[src/sv/abd_pkg.sv]
package abd_pkg;

   localparam int COUNT_WIDTH = 32;
   localparam int LEN_WIDTH   = 30;
   localparam int QUEUE_DEPTH = 4;
   localparam int QPTR_WIDTH  = $clog2(QUEUE_DEPTH);
   localparam int QCNT_WIDTH  = $clog2(QUEUE_DEPTH + 1);

   localparam logic [7:0] CHAR_HASH    = 8'h23;
   localparam logic [7:0] CHAR_ZERO    = 8'h30;
   localparam logic [7:0] CHAR_ONE     = 8'h31;
   localparam logic [7:0] CHAR_NINE    = 8'h39;
   localparam logic [7:0] CHAR_NEWLINE = 8'h0a;

   localparam logic [1:0] KIND_UNKNOWN    = 2'd0;
   localparam logic [1:0] KIND_INDEFINITE = 2'd1;
   localparam logic [1:0] KIND_DEFINITE   = 2'd2;
   localparam logic [1:0] KIND_OTHER      = 2'd3;

   localparam logic [2:0] STATUS_OK             = 3'd0;
   localparam logic [2:0] STATUS_TOO_SHORT      = 3'd1;
   localparam logic [2:0] STATUS_INDEF_DENIED   = 3'd2;
   localparam logic [2:0] STATUS_DEF_DENIED     = 3'd3;
   localparam logic [2:0] STATUS_LEN_TRUNCATED  = 3'd4;
   localparam logic [2:0] STATUS_LEN_TOO_LARGE  = 3'd5;
   localparam logic [2:0] STATUS_GARBLED        = 3'd6;

   localparam int MODE_DECODE_INDEF = 0;
   localparam int MODE_VERIFY_INDEF = 1;
   localparam int MODE_DECODE_DEF   = 2;
   localparam int MODE_VERIFY_DEF   = 3;

   typedef struct packed {
      logic [7:0] rx_byte;
      logic       end_of_message;
   } req_type;

   typedef struct packed {
      logic       has_byte;
      logic [7:0] out_byte;
      logic       message_done;
      logic [2:0] status;
      logic       run_last;
   } rsp_type;

endpackage

[src/sv/arbitrary_block_deframer_core.sv]
// a result beat is written into the result queue when its request beat is accepted and is offered from its head
// throughput: one request beat per cycle while each beat yields at most one result and the result
//   side keeps taking; a beat that yields two results needs two pops of the single result port
// a four-entry result queue decouples the two sides; req_ready is decoded from registered state
// reset: synchronous, active high; clears mode flags, parser state and the queue
module arbitrary_block_deframer_core
   import abd_pkg::*;
(
   input  logic       clock,
   input  logic       reset,
   input  logic       req_valid,
   output logic       req_ready,
   input  req_type    req_payload,
   output logic       rsp_valid,
   input  logic       rsp_ready,
   output rsp_type    rsp_payload,
   input  logic       csr_wr_en,
   input  logic [3:0] csr_wr_data
);

   localparam logic [COUNT_WIDTH-1:0] COUNT_MAX = '1;

   // mode register
   logic [3:0] mode_ff;

   // parser state
   logic [COUNT_WIDTH-1:0] byte_count_ff, byte_count_in;
   logic [1:0]             kind_ff, kind_in;
   logic [7:0]             first_ff, first_in;
   logic [3:0]             ldc_ff, ldc_in;
   logic [LEN_WIDTH-1:0]   len_ff, len_in;
   logic                   len_ended_ff, len_ended_in;
   logic [LEN_WIDTH-1:0]   seen_ff, seen_in;
   logic [7:0]             held_ff, held_in;
   logic                   held_valid_ff, held_valid_in;

   // result queue
   rsp_type                queue_ff [QUEUE_DEPTH];
   logic [QPTR_WIDTH-1:0]  wr_ptr_ff, rd_ptr_ff;
   logic [QCNT_WIDTH-1:0]  count_ff, count_in;

   // per-beat results
   rsp_type    slot [2];
   logic [1:0] res_n;

   logic req_fire, rsp_fire;
   logic [7:0] b;
   logic       eom;

   assign req_fire  = req_valid & req_ready;
   assign rsp_fire  = rsp_valid & rsp_ready;
   assign b         = req_payload.rx_byte;
   assign eom       = req_payload.end_of_message;

   // room for two results without counting on a pop this cycle
   assign req_ready   = (count_ff <= QCNT_WIDTH'(QUEUE_DEPTH - 2));
   assign rsp_valid   = (count_ff != '0);
   assign rsp_payload = queue_ff[rd_ptr_ff];

   always_comb begin
      logic                 idx0, idx1;
      logic [1:0]           kind_now;
      logic                 dec;
      logic [3:0]           digits;
      logic                 is_digit;
      logic [LEN_WIDTH-1:0] len_x10;
      logic [2:0]           st;
      logic                 last;

      byte_count_in = byte_count_ff;
      kind_in       = kind_ff;
      first_in      = first_ff;
      ldc_in        = ldc_ff;
      len_in        = len_ff;
      len_ended_in  = len_ended_ff;
      seen_in       = seen_ff;
      held_in       = held_ff;
      held_valid_in = held_valid_ff;
      slot[0]       = '0;
      slot[1]       = '0;
      res_n         = 2'd0;
      st            = STATUS_OK;
      last          = 1'b0;

      idx0     = (byte_count_ff == '0);
      idx1     = (byte_count_ff == COUNT_WIDTH'(1));
      is_digit = (b >= CHAR_ZERO) && (b <= CHAR_NINE);
      digits   = 4'(first_ff - CHAR_ZERO);
      len_x10  = (len_ff << 3) + (len_ff << 1) + LEN_WIDTH'(b - CHAR_ZERO);

      // header kind is settled by the second byte
      if (idx1) begin
         if (first_ff == CHAR_HASH && b == CHAR_ZERO)
            kind_now = KIND_INDEFINITE;
         else if (first_ff == CHAR_HASH && b >= CHAR_ONE && b <= CHAR_NINE)
            kind_now = KIND_DEFINITE;
         else
            kind_now = KIND_OTHER;
      end else begin
         kind_now = kind_ff;
      end

      case (kind_now)
         KIND_INDEFINITE: dec = mode_ff[MODE_DECODE_INDEF];
         KIND_DEFINITE:   dec = mode_ff[MODE_DECODE_DEF];
         default:         dec = 1'b0;
      endcase

      if (idx0) begin
         first_in = b;
         if (eom) begin
            slot[0] = '{has_byte: 1'b1, out_byte: b, default: '0};
            res_n   = 2'd1;
         end
      end else if (idx1) begin
         kind_in  = kind_now;
         first_in = b;
         if (!dec) begin
            slot[0] = '{has_byte: 1'b1, out_byte: first_ff, default: '0};
            slot[1] = '{has_byte: 1'b1, out_byte: b, default: '0};
            res_n   = 2'd2;
         end
      end else if (kind_ff == KIND_INDEFINITE) begin
         // one-byte delay lets the closing newline be withheld
         if (held_valid_ff) begin
            slot[0] = '{has_byte: 1'b1, out_byte: held_ff, default: '0};
            res_n   = 2'd1;
         end
         if (dec) begin
            held_in       = b;
            held_valid_in = 1'b1;
         end else begin
            held_valid_in    = 1'b0;
            slot[res_n[0]]   = '{has_byte: 1'b1, out_byte: b, default: '0};
            res_n            = res_n + 2'd1;
         end
      end else if (kind_ff == KIND_DEFINITE) begin
         if (ldc_ff < digits) begin
            if (!len_ended_ff && is_digit)
               len_in = len_x10;
            else
               len_ended_in = 1'b1;
            ldc_in = ldc_ff + 4'd1;
            if (!dec) begin
               slot[0] = '{has_byte: 1'b1, out_byte: b, default: '0};
               res_n   = 2'd1;
            end
         end else if (seen_ff < len_ff) begin
            seen_in = seen_ff + LEN_WIDTH'(1);
            slot[0] = '{has_byte: 1'b1, out_byte: b, default: '0};
            res_n   = 2'd1;
         end else if (!dec) begin
            // surplus bytes pass only in pass-through
            slot[0] = '{has_byte: 1'b1, out_byte: b, default: '0};
            res_n   = 2'd1;
         end
      end else begin
         slot[0] = '{has_byte: 1'b1, out_byte: b, default: '0};
         res_n   = 2'd1;
      end

      if (eom) begin
         if (idx0 || idx1)
            st = STATUS_TOO_SHORT;
         else if (kind_ff == KIND_INDEFINITE && b == CHAR_NEWLINE)
            st = (mode_ff[MODE_DECODE_INDEF] | mode_ff[MODE_VERIFY_INDEF]) ?
                 STATUS_OK : STATUS_INDEF_DENIED;
         else if (kind_ff == KIND_DEFINITE) begin
            if (!(mode_ff[MODE_DECODE_DEF] | mode_ff[MODE_VERIFY_DEF]))
               st = STATUS_DEF_DENIED;
            else if (ldc_in < digits)
               st = STATUS_LEN_TRUNCATED;
            else if (seen_in < len_in)
               st = STATUS_LEN_TOO_LARGE;
            else
               st = STATUS_OK;
         end else
            st = STATUS_GARBLED;

         // empty closing beat when nothing else came out
         if (res_n == 2'd0) begin
            slot[0] = '0;
            res_n   = 2'd1;
         end
         last                     = (res_n == 2'd2);
         slot[last].message_done  = 1'b1;
         slot[last].status        = st;

         byte_count_in = '0;
         kind_in       = KIND_UNKNOWN;
         first_in      = '0;
         ldc_in        = '0;
         len_in        = '0;
         len_ended_in  = 1'b0;
         seen_in       = '0;
         held_in       = '0;
         held_valid_in = 1'b0;
      end else if (byte_count_ff != COUNT_MAX) begin
         byte_count_in = byte_count_ff + COUNT_WIDTH'(1);
      end

      if (res_n != 2'd0) begin
         last                 = (res_n == 2'd2);
         slot[last].run_last  = 1'b1;
      end
   end

   always_comb begin
      count_in = count_ff;
      if (req_fire)
         count_in = count_in + QCNT_WIDTH'(res_n);
      if (rsp_fire)
         count_in = count_in - QCNT_WIDTH'(1);
   end

   always_ff @(posedge clock) begin
      if (reset) begin
         mode_ff       <= '0;
         byte_count_ff <= '0;
         kind_ff       <= KIND_UNKNOWN;
         first_ff      <= '0;
         ldc_ff        <= '0;
         len_ff        <= '0;
         len_ended_ff  <= 1'b0;
         seen_ff       <= '0;
         held_ff       <= '0;
         held_valid_ff <= 1'b0;
         wr_ptr_ff     <= '0;
         rd_ptr_ff     <= '0;
         count_ff      <= '0;
      end else begin
         if (csr_wr_en)
            mode_ff <= csr_wr_data;
         if (req_fire) begin
            byte_count_ff <= byte_count_in;
            kind_ff       <= kind_in;
            first_ff      <= first_in;
            ldc_ff        <= ldc_in;
            len_ff        <= len_in;
            len_ended_ff  <= len_ended_in;
            seen_ff       <= seen_in;
            held_ff       <= held_in;
            held_valid_ff <= held_valid_in;
            wr_ptr_ff     <= wr_ptr_ff + QPTR_WIDTH'(res_n);
         end
         if (rsp_fire)
            rd_ptr_ff <= rd_ptr_ff + QPTR_WIDTH'(1);
         count_ff <= count_in;
      end
   end

   // queue storage, no reset needed
   always_ff @(posedge clock) begin
      if (req_fire) begin
         if (res_n != 2'd0)
            queue_ff[wr_ptr_ff] <= slot[0];
         if (res_n == 2'd2)
            queue_ff[wr_ptr_ff + QPTR_WIDTH'(1)] <= slot[1];
      end
   end

`ifndef NO_ASSERTIONS
   a_count_bound: assert property (@(posedge clock) disable iff (reset)
      count_ff <= QCNT_WIDTH'(QUEUE_DEPTH))
      else $error("result queue overfilled");

   a_eom_yields_result: assert property (@(posedge clock) disable iff (reset)
      req_fire && eom |-> res_n != 2'd0)
      else $error("closing beat produced no result");

   a_eom_clears: assert property (@(posedge clock) disable iff (reset)
      req_fire && eom |=> byte_count_ff == '0 && kind_ff == KIND_UNKNOWN)
      else $error("message state not cleared after last beat");

   a_done_is_last: assert property (@(posedge clock) disable iff (reset)
      rsp_valid && rsp_payload.message_done |-> rsp_payload.run_last)
      else $error("message_done without run_last");

   a_status_with_done: assert property (@(posedge clock) disable iff (reset)
      rsp_valid && !rsp_payload.message_done |-> rsp_payload.status == STATUS_OK)
      else $error("status outside closing beat");
`endif

endmodule

[config.mk]
export PLATFORM = sky130hd
export DESIGN_NAME = arbitrary_block_deframer_core
export DESIGN_NICKNAME = d
export VERILOG_FILES = /design/src/sv/abd_pkg.sv /design/src/sv/arbitrary_block_deframer_core.sv
export SDC_FILE = /design/constraint.sdc
export NUM_CORES = 1
export LEC_CHECK = 0
export ABC_AREA = 1
export BUFFER_PORTS_ARGS = -buffer_cell sky130_fd_sc_hd__buf_2
export CAP_MARGIN = 15
export CORE_AREA = 2 2 176 178
export DETAILED_ROUTE_END_ITERATION = 10
export DIE_AREA = 0 0 178 180
export SKIP_LAST_GASP = 1
export SYNTH_ARGS = -nofsm -noshare
export SYNTH_HDL_FRONTEND = slang
export SYNTH_SLANG_ARGS = --single-unit
[constraint.sdc]
create_clock -name clock -period 5.8 [get_ports clock]
set_input_delay 0 -clock clock [delete_from_list [all_inputs] [get_ports clock]]
set_output_delay 0 -clock clock [all_outputs]
set_load 0.005 [all_outputs]
# Word level (Yosys, flattened, before mapping)
# Memories as Yosys holds them, arrays and structs flattened. A register that Yosys moved wholly into a read port is not among the register bits.
# Cells that the tools add are included.
totals:
  reg_bits: 127
  latch_bits: 0
  ramBits: 56
  mem_bits_ro: 0
  out_inout_bits: 16
  wordCells: 207
  n_memories: 1
classes:
  n_addsub: 13
  multipliers: 0
  div_mod_pow: 0
  order_cmp: 14
  eq_ne: 15
  n_shift: 0
  mux: 116
  bitwise_logic: 7
  reduce_logical: 28
mem_list:
  columns: ["name", "words", "word_bits", "rd", "rd_ports_with_merged_regs", "write_ports", "line", "rtl"]
  rows:
  - ["queue_ff", 4, 14, 1, 1, 2, "arbitrary_block_deframer_core.sv:38", "rsp_type queue_ff [QUEUE_DEPTH];"]
ops:
  columns: ["op", "count"]
  rows:
  - ["2-to-1 mux 30 bit", 14]
  - ["2-to-1 mux 14 bit", 16]
  - ["2-to-1 mux 28 bit", 5]
  - ["bitwise mux 28 bit", 4]
  - ["2-to-1 mux 32 bit", 2]
  - ["2-to-1 mux 8 bit", 8]
  - ["adder 30 bit", 2]
  - ["less-than comparator 30 bit", 2]
  - ["demux 14 bit (select 1 bit)", 4]
  - ["2-to-1 mux 2 bit", 19]
  - ["adder 32 x 1 -> 32 bit, second input constant", 1]
  - ["== test 32 x 1 -> 1 bit, second input constant", 1]
  - ["logical NOT 32 bit", 1]
  - ["inequality test 32 bit, second input constant", 1]
  - ["adder 30 x 1 -> 30 bit, second input constant", 1]
  - ["2-to-1 mux 4 bit", 7]
  - ["2-to-1 mux 3 bit", 9]
  - ["2-to-1 mux 1 bit", 26]
  - ["== test 8 x 6 -> 1 bit, second input constant", 2]
  - [">= comparator 8 x 6 -> 1 bit, second input constant", 2]
  - ["nonzero test 2 bit", 7]
  - ["logical AND 1 bit", 9]
  - ["subtractor 8 x 6 -> 9 bit, second input constant", 1]
  - ["== test 2 bit, second input constant", 4]
  - ["other kinds (28)", 45]

# Logic depth before layout (Yosys ltp)
depth:
  ltp_word: 29
  mapped_depth: 31

# Worst setup path after synthesis
# No wires, ideal clock.
synth_path:
  path_kind: "input -> register"
  startpoint: "input port req_payload[5] in the netlist's numbering"
  endpoint: "memory queue_ff[0][3] in the netlist's numbering, data pin"
  setup_time_ps: 134
  arrival_ps: 5415
  slack_ps: 251
  cell_stages: 28
  n_path_buf: 0
  cell_sequence: "ha_1 -> nor2_1 -> fa_1 -> ha_1 -> a21oi_1 -> o21ai_0 -> nand2_1 -> o211ai_1 -> nor2_1 -> o21bai_1 -> a21oi_1 -> o21ai_2 -> xnor2_1 -> nand2_1 -> o21ai_1 -> ha_1 -> nand2_1 -> nor2_1 -> a211oi_1 -> nor2_1 -> or4_1 -> a21oi_1 -> nand2_1 -> nand2_1 -> nand2_1 -> nand2_1 -> nand3_1 -> nand2_1"
synth_rtl:
  columns: ["item", "line", "rtl"]
  rows:
  - ["from (decl)", "arbitrary_block_deframer_core.sv:13", "input req_type req_payload,"]
  - ["to (decl)", "arbitrary_block_deframer_core.sv:38", null]

==> flow_metrics.py <==
metrics = {
    "run_status": {
        "status": "completed",
    },
    "grt": {
        "groute.usage.overall": 0.234,
        "antenna_found_initial": 0,
        "grt_overflow": 0,
        "grt_pass1_vias": 11900,
        "grtUsageMet3": 0.0271,
        "grtUsageMet1": 0.314,
        "grt_pass1_wl_microns": 60200,
        "grtUsageMet2": 0.391,
        "grt_max_degree": 77,
        "top_usage_layer": "met2",
    },
    "final_layout": {
        "nets": 2022,
        "layout_commonest_cell": "nand2_1",
        "num_antenna_cells": 0,
        "area_delta_synth_final_pct": 10.7,
        "layout_common_cells": "404 x nand2_1, 190 x inv_1, 179 x nor2_1",
        "utilization": 0.493,
        "post_route_cells_drive_above_1_share": 0.0829,
    },
    "logic_synthesis": {
        "synth.distinct_cells": 57,
        "netlist_area_sq_mm": 0.0134,
        "yosysTopAreaCell": "dfxtp_1",
        "synthFlopType": "dfxtp_1",
        "yosysTopAreaCellShare": 0.192,
        "ys_ff_latch": 185,
        "synthCells": 1832,
        "ys_warn_count": 0,
        "syn_avg_cell_area_sq_um": 7.33,
        "synthArstFlopShare": 0,
        "synth_edf_count": 56,
        "synth.top_cells.by_area": "dfxtp_1 19%, edfxtp_1 13%, nand2_1 11%",
        "yosysSeqAreaShare": 0.317,
        "syn-num-nets": 1985,
    },
    "critical_path": {
        "path_max_fanout": 10,
        "crit_slowest_cell": "dlygate4sd3_1",
        "crit_top_cell": "nand2_1",
        "required_ns": 6.13,
        "crit_family": "simple AND/OR/NAND/NOR gates",
        "critPathBufInv": 5,
        "worstPathArrival_ns": 5.71,
        "crit_path_start_kind": "primary input",
        "end_kind": "register",
        "critPathMaxStageDelay_ns": 0.53,
        "crit_type": "primary input to register",
    },
    "die": {
        "io_pins": 34,
        "die_area_sq_mm": 0.0320,
        "core_sq_mm": 0.0302,
        "start_util": 0.445,
        "num_rows": 64,
        "die_width_microns": 178,
        "die_y_microns": 180,
    },
    "clocking": {
        "clk_pin_slew_ns": 0.09,
        "numCtsBuffers": 17,
        "htree_levels": 4,
        "ctsRootBufferMaster": "clkbuf_16",
        "cts_tree": "yes",
        "clock_latency_ns": 0.47,
        "cts_setup_buffers": 0,
        "clock_sinks": 185,
        "clockBufferDepth": 2,
    },
    "sta": {
        "tns_ns": 0,
        "slew_viol_final": 0,
        "finalCritPeriodShare": 0.929,
        "rsz0062_at_grt": "false",
        "worst_pin_slew_ns": 1.10,
        "holdWs_ns": 0.0365,
        "fin_crit_ns": 5.39,
        "setup_viol": 0,
        "relSlewSlack": 0.266,
        "fin_skew_ns": 0.0261,
        "final-hold-violation-count": 0,
        "max_freq_mhz": 186,
    },
    "detailed_routing": {
        "drc": 0,
        "ant_nets": 0,
        "num_vias": 12300,
        "drt-total-wl_microns": 36100,
        "viasPerCell": 5.39,
        "dr.pass1.iters": 5,
        "drt-wirelength-per-cell_microns": 15.9,
        "drt-initial-drc-count": 682,
    },
    "pwr": {
        "internal_power_mw": 2.27,
        "p_sw_mw": 1.22,
        "power_density_mw_per_mm2": 234,
        "clkPwrFrac": 0.340,
        "ir_worst_vdd_mv": 0.201,
        "comb_power_share": 0.236,
        "seq_power_share": 0.424,
        "leakage_nw": 6.11,
        "p_sw_frac": 0.349,
    },
    "flow_run": {
        "maxCapViolations": 0,
    },
    "place": {
        "place_congestion": 0.916,
        "hpwl_microns": 27000,
        "io_buffers": 33,
    },
    "worst_hold_path": {
        "hold_path.class": "primary input to register",
    },
}
-- registers in the layout, indices dropped and copies added (netlist names), named ones only --
name           cells
count_ff           3
len_ended_ff       1
held_valid_ff      1
held_ff            8
wr_ptr_ff          2
mode_ff            4
seen_ff           30
rd_ptr_ff          2
ldc_ff             4
len_ff            30
byte_count_ff     32
first_ff           8
queue_ff          56
kind_ff            2
-- metal layers --
metal | vias to the layer above | wire (microns)
met4 | 0 | 702
met3 | 45 | 1370
met1 | 5708 | 16900
met5 | - | 0
li1 | 6249 | -
met2 | 271 | 17100
-- synth_stat cells (10+ instances only) --
cell,number
dfxtp_1,129
edfxtp_1,56
a21oi_1,165
xnor2_1,28
fa_1,28
nor3_1,39
o211ai_1,10
nand3_1,49
inv_1,190
o22ai_1,35
nand4_1,27
a211oi_1,10
ha_1,107
xor2_1,35
nand2_1,405
o21ai_0,166
or2_2,15
nor4_1,20
clkbuf_1,39
nor2_1,183
-- cells by family (layout without fill, tap and decap cells) --
logic type / count (synthesis) / in the layout / synth area share
multiplexers: 1 / 1 / 0.000838
AND/OR/NAND/NOR: 772 / 772 / 0.254
flip-flops: 185 / 185 / 0.317
buffers and inverters: 252 / 302 / 0.0735
adder cells (fa/ha/maj): 135 / 135 / 0.141
AO/OA/AOI/OAI: 424 / 424 / 0.172
XOR/XNOR: 63 / 63 / 0.0411
-- per-stage QoR --
| step | power [mW] | setup WS (ns) | instance area, sq um | cells |
|---|---|---|---|---|
| final | 3.48 | 0.413 | 14900 | 2278 |
| after global routing | 3.67 | 0.0462 | 14900 | 2278 |
| after CTS | 3.51 | 0.104 | 14800 | 2277 |
| after detailed placement | 2.31 | 0.183 | 14000 | 2227 |
| after global placement | 2.30 | 0.327 | 14000 | 2227 |
| after floorplan | 2.04 | 0.251 | 13400 | 1832 |
-- final timing paths --
path	to	slack, ns	startpoint	depth (start not counted)
setup reg to reg	count_ff[1]$_SDFF_PP0_	0.46	byte_count_ff[14]$_SDFFE_PP0P_	27
hold reg to reg	len_ended_ff$_SDFFE_PP0P_	0.47	len_ended_ff$_SDFFE_PP0P_	2
setup / recovery	queue_ff[2][3]$_DFFE_PP_	0.41	req_payload[7]	33
hold / removal	first_ff[5]$_SDFFE_PP0P_	0.04	req_payload[6]	5
-- power by group through the flow --
stage / Sequential (mW) / Clock (mW) / Combinational [mW]
detailed placement: 1.51 / 0 / 0.807
global placement: 1.51 / 0 / 0.793
finish: 1.48 / 1.18 / 0.820
global route: 1.49 / 1.26 / 0.927
floorplan: 1.49 / 0 / 0.547
CTS: 1.48 / 1.21 / 0.821
-- tightest hold or removal path, stage by stage --
cell	delay [ns]
buf_2	0.13
inv_1	0.14
nor2_1	0.06
inv_1	0.07
a21oi_1	0.06
-- timing repair --
action	in CTS	in global routing
gates resized for setup	0	18
hold endpoints to repair	16	0
endpoints found under the setup margin	0	8
hold buffers	18	0
-- cell type report --
type,instances,area [sq um]
sequential,185,4260
timing repair buffer,68,485
fill,3022,15300
tap,396,495
clock buffer,17,425
clock inverter,15,169
multi-input combinational,1395,8280
inverter,202,759
Power figures use the tool's default switching activity.
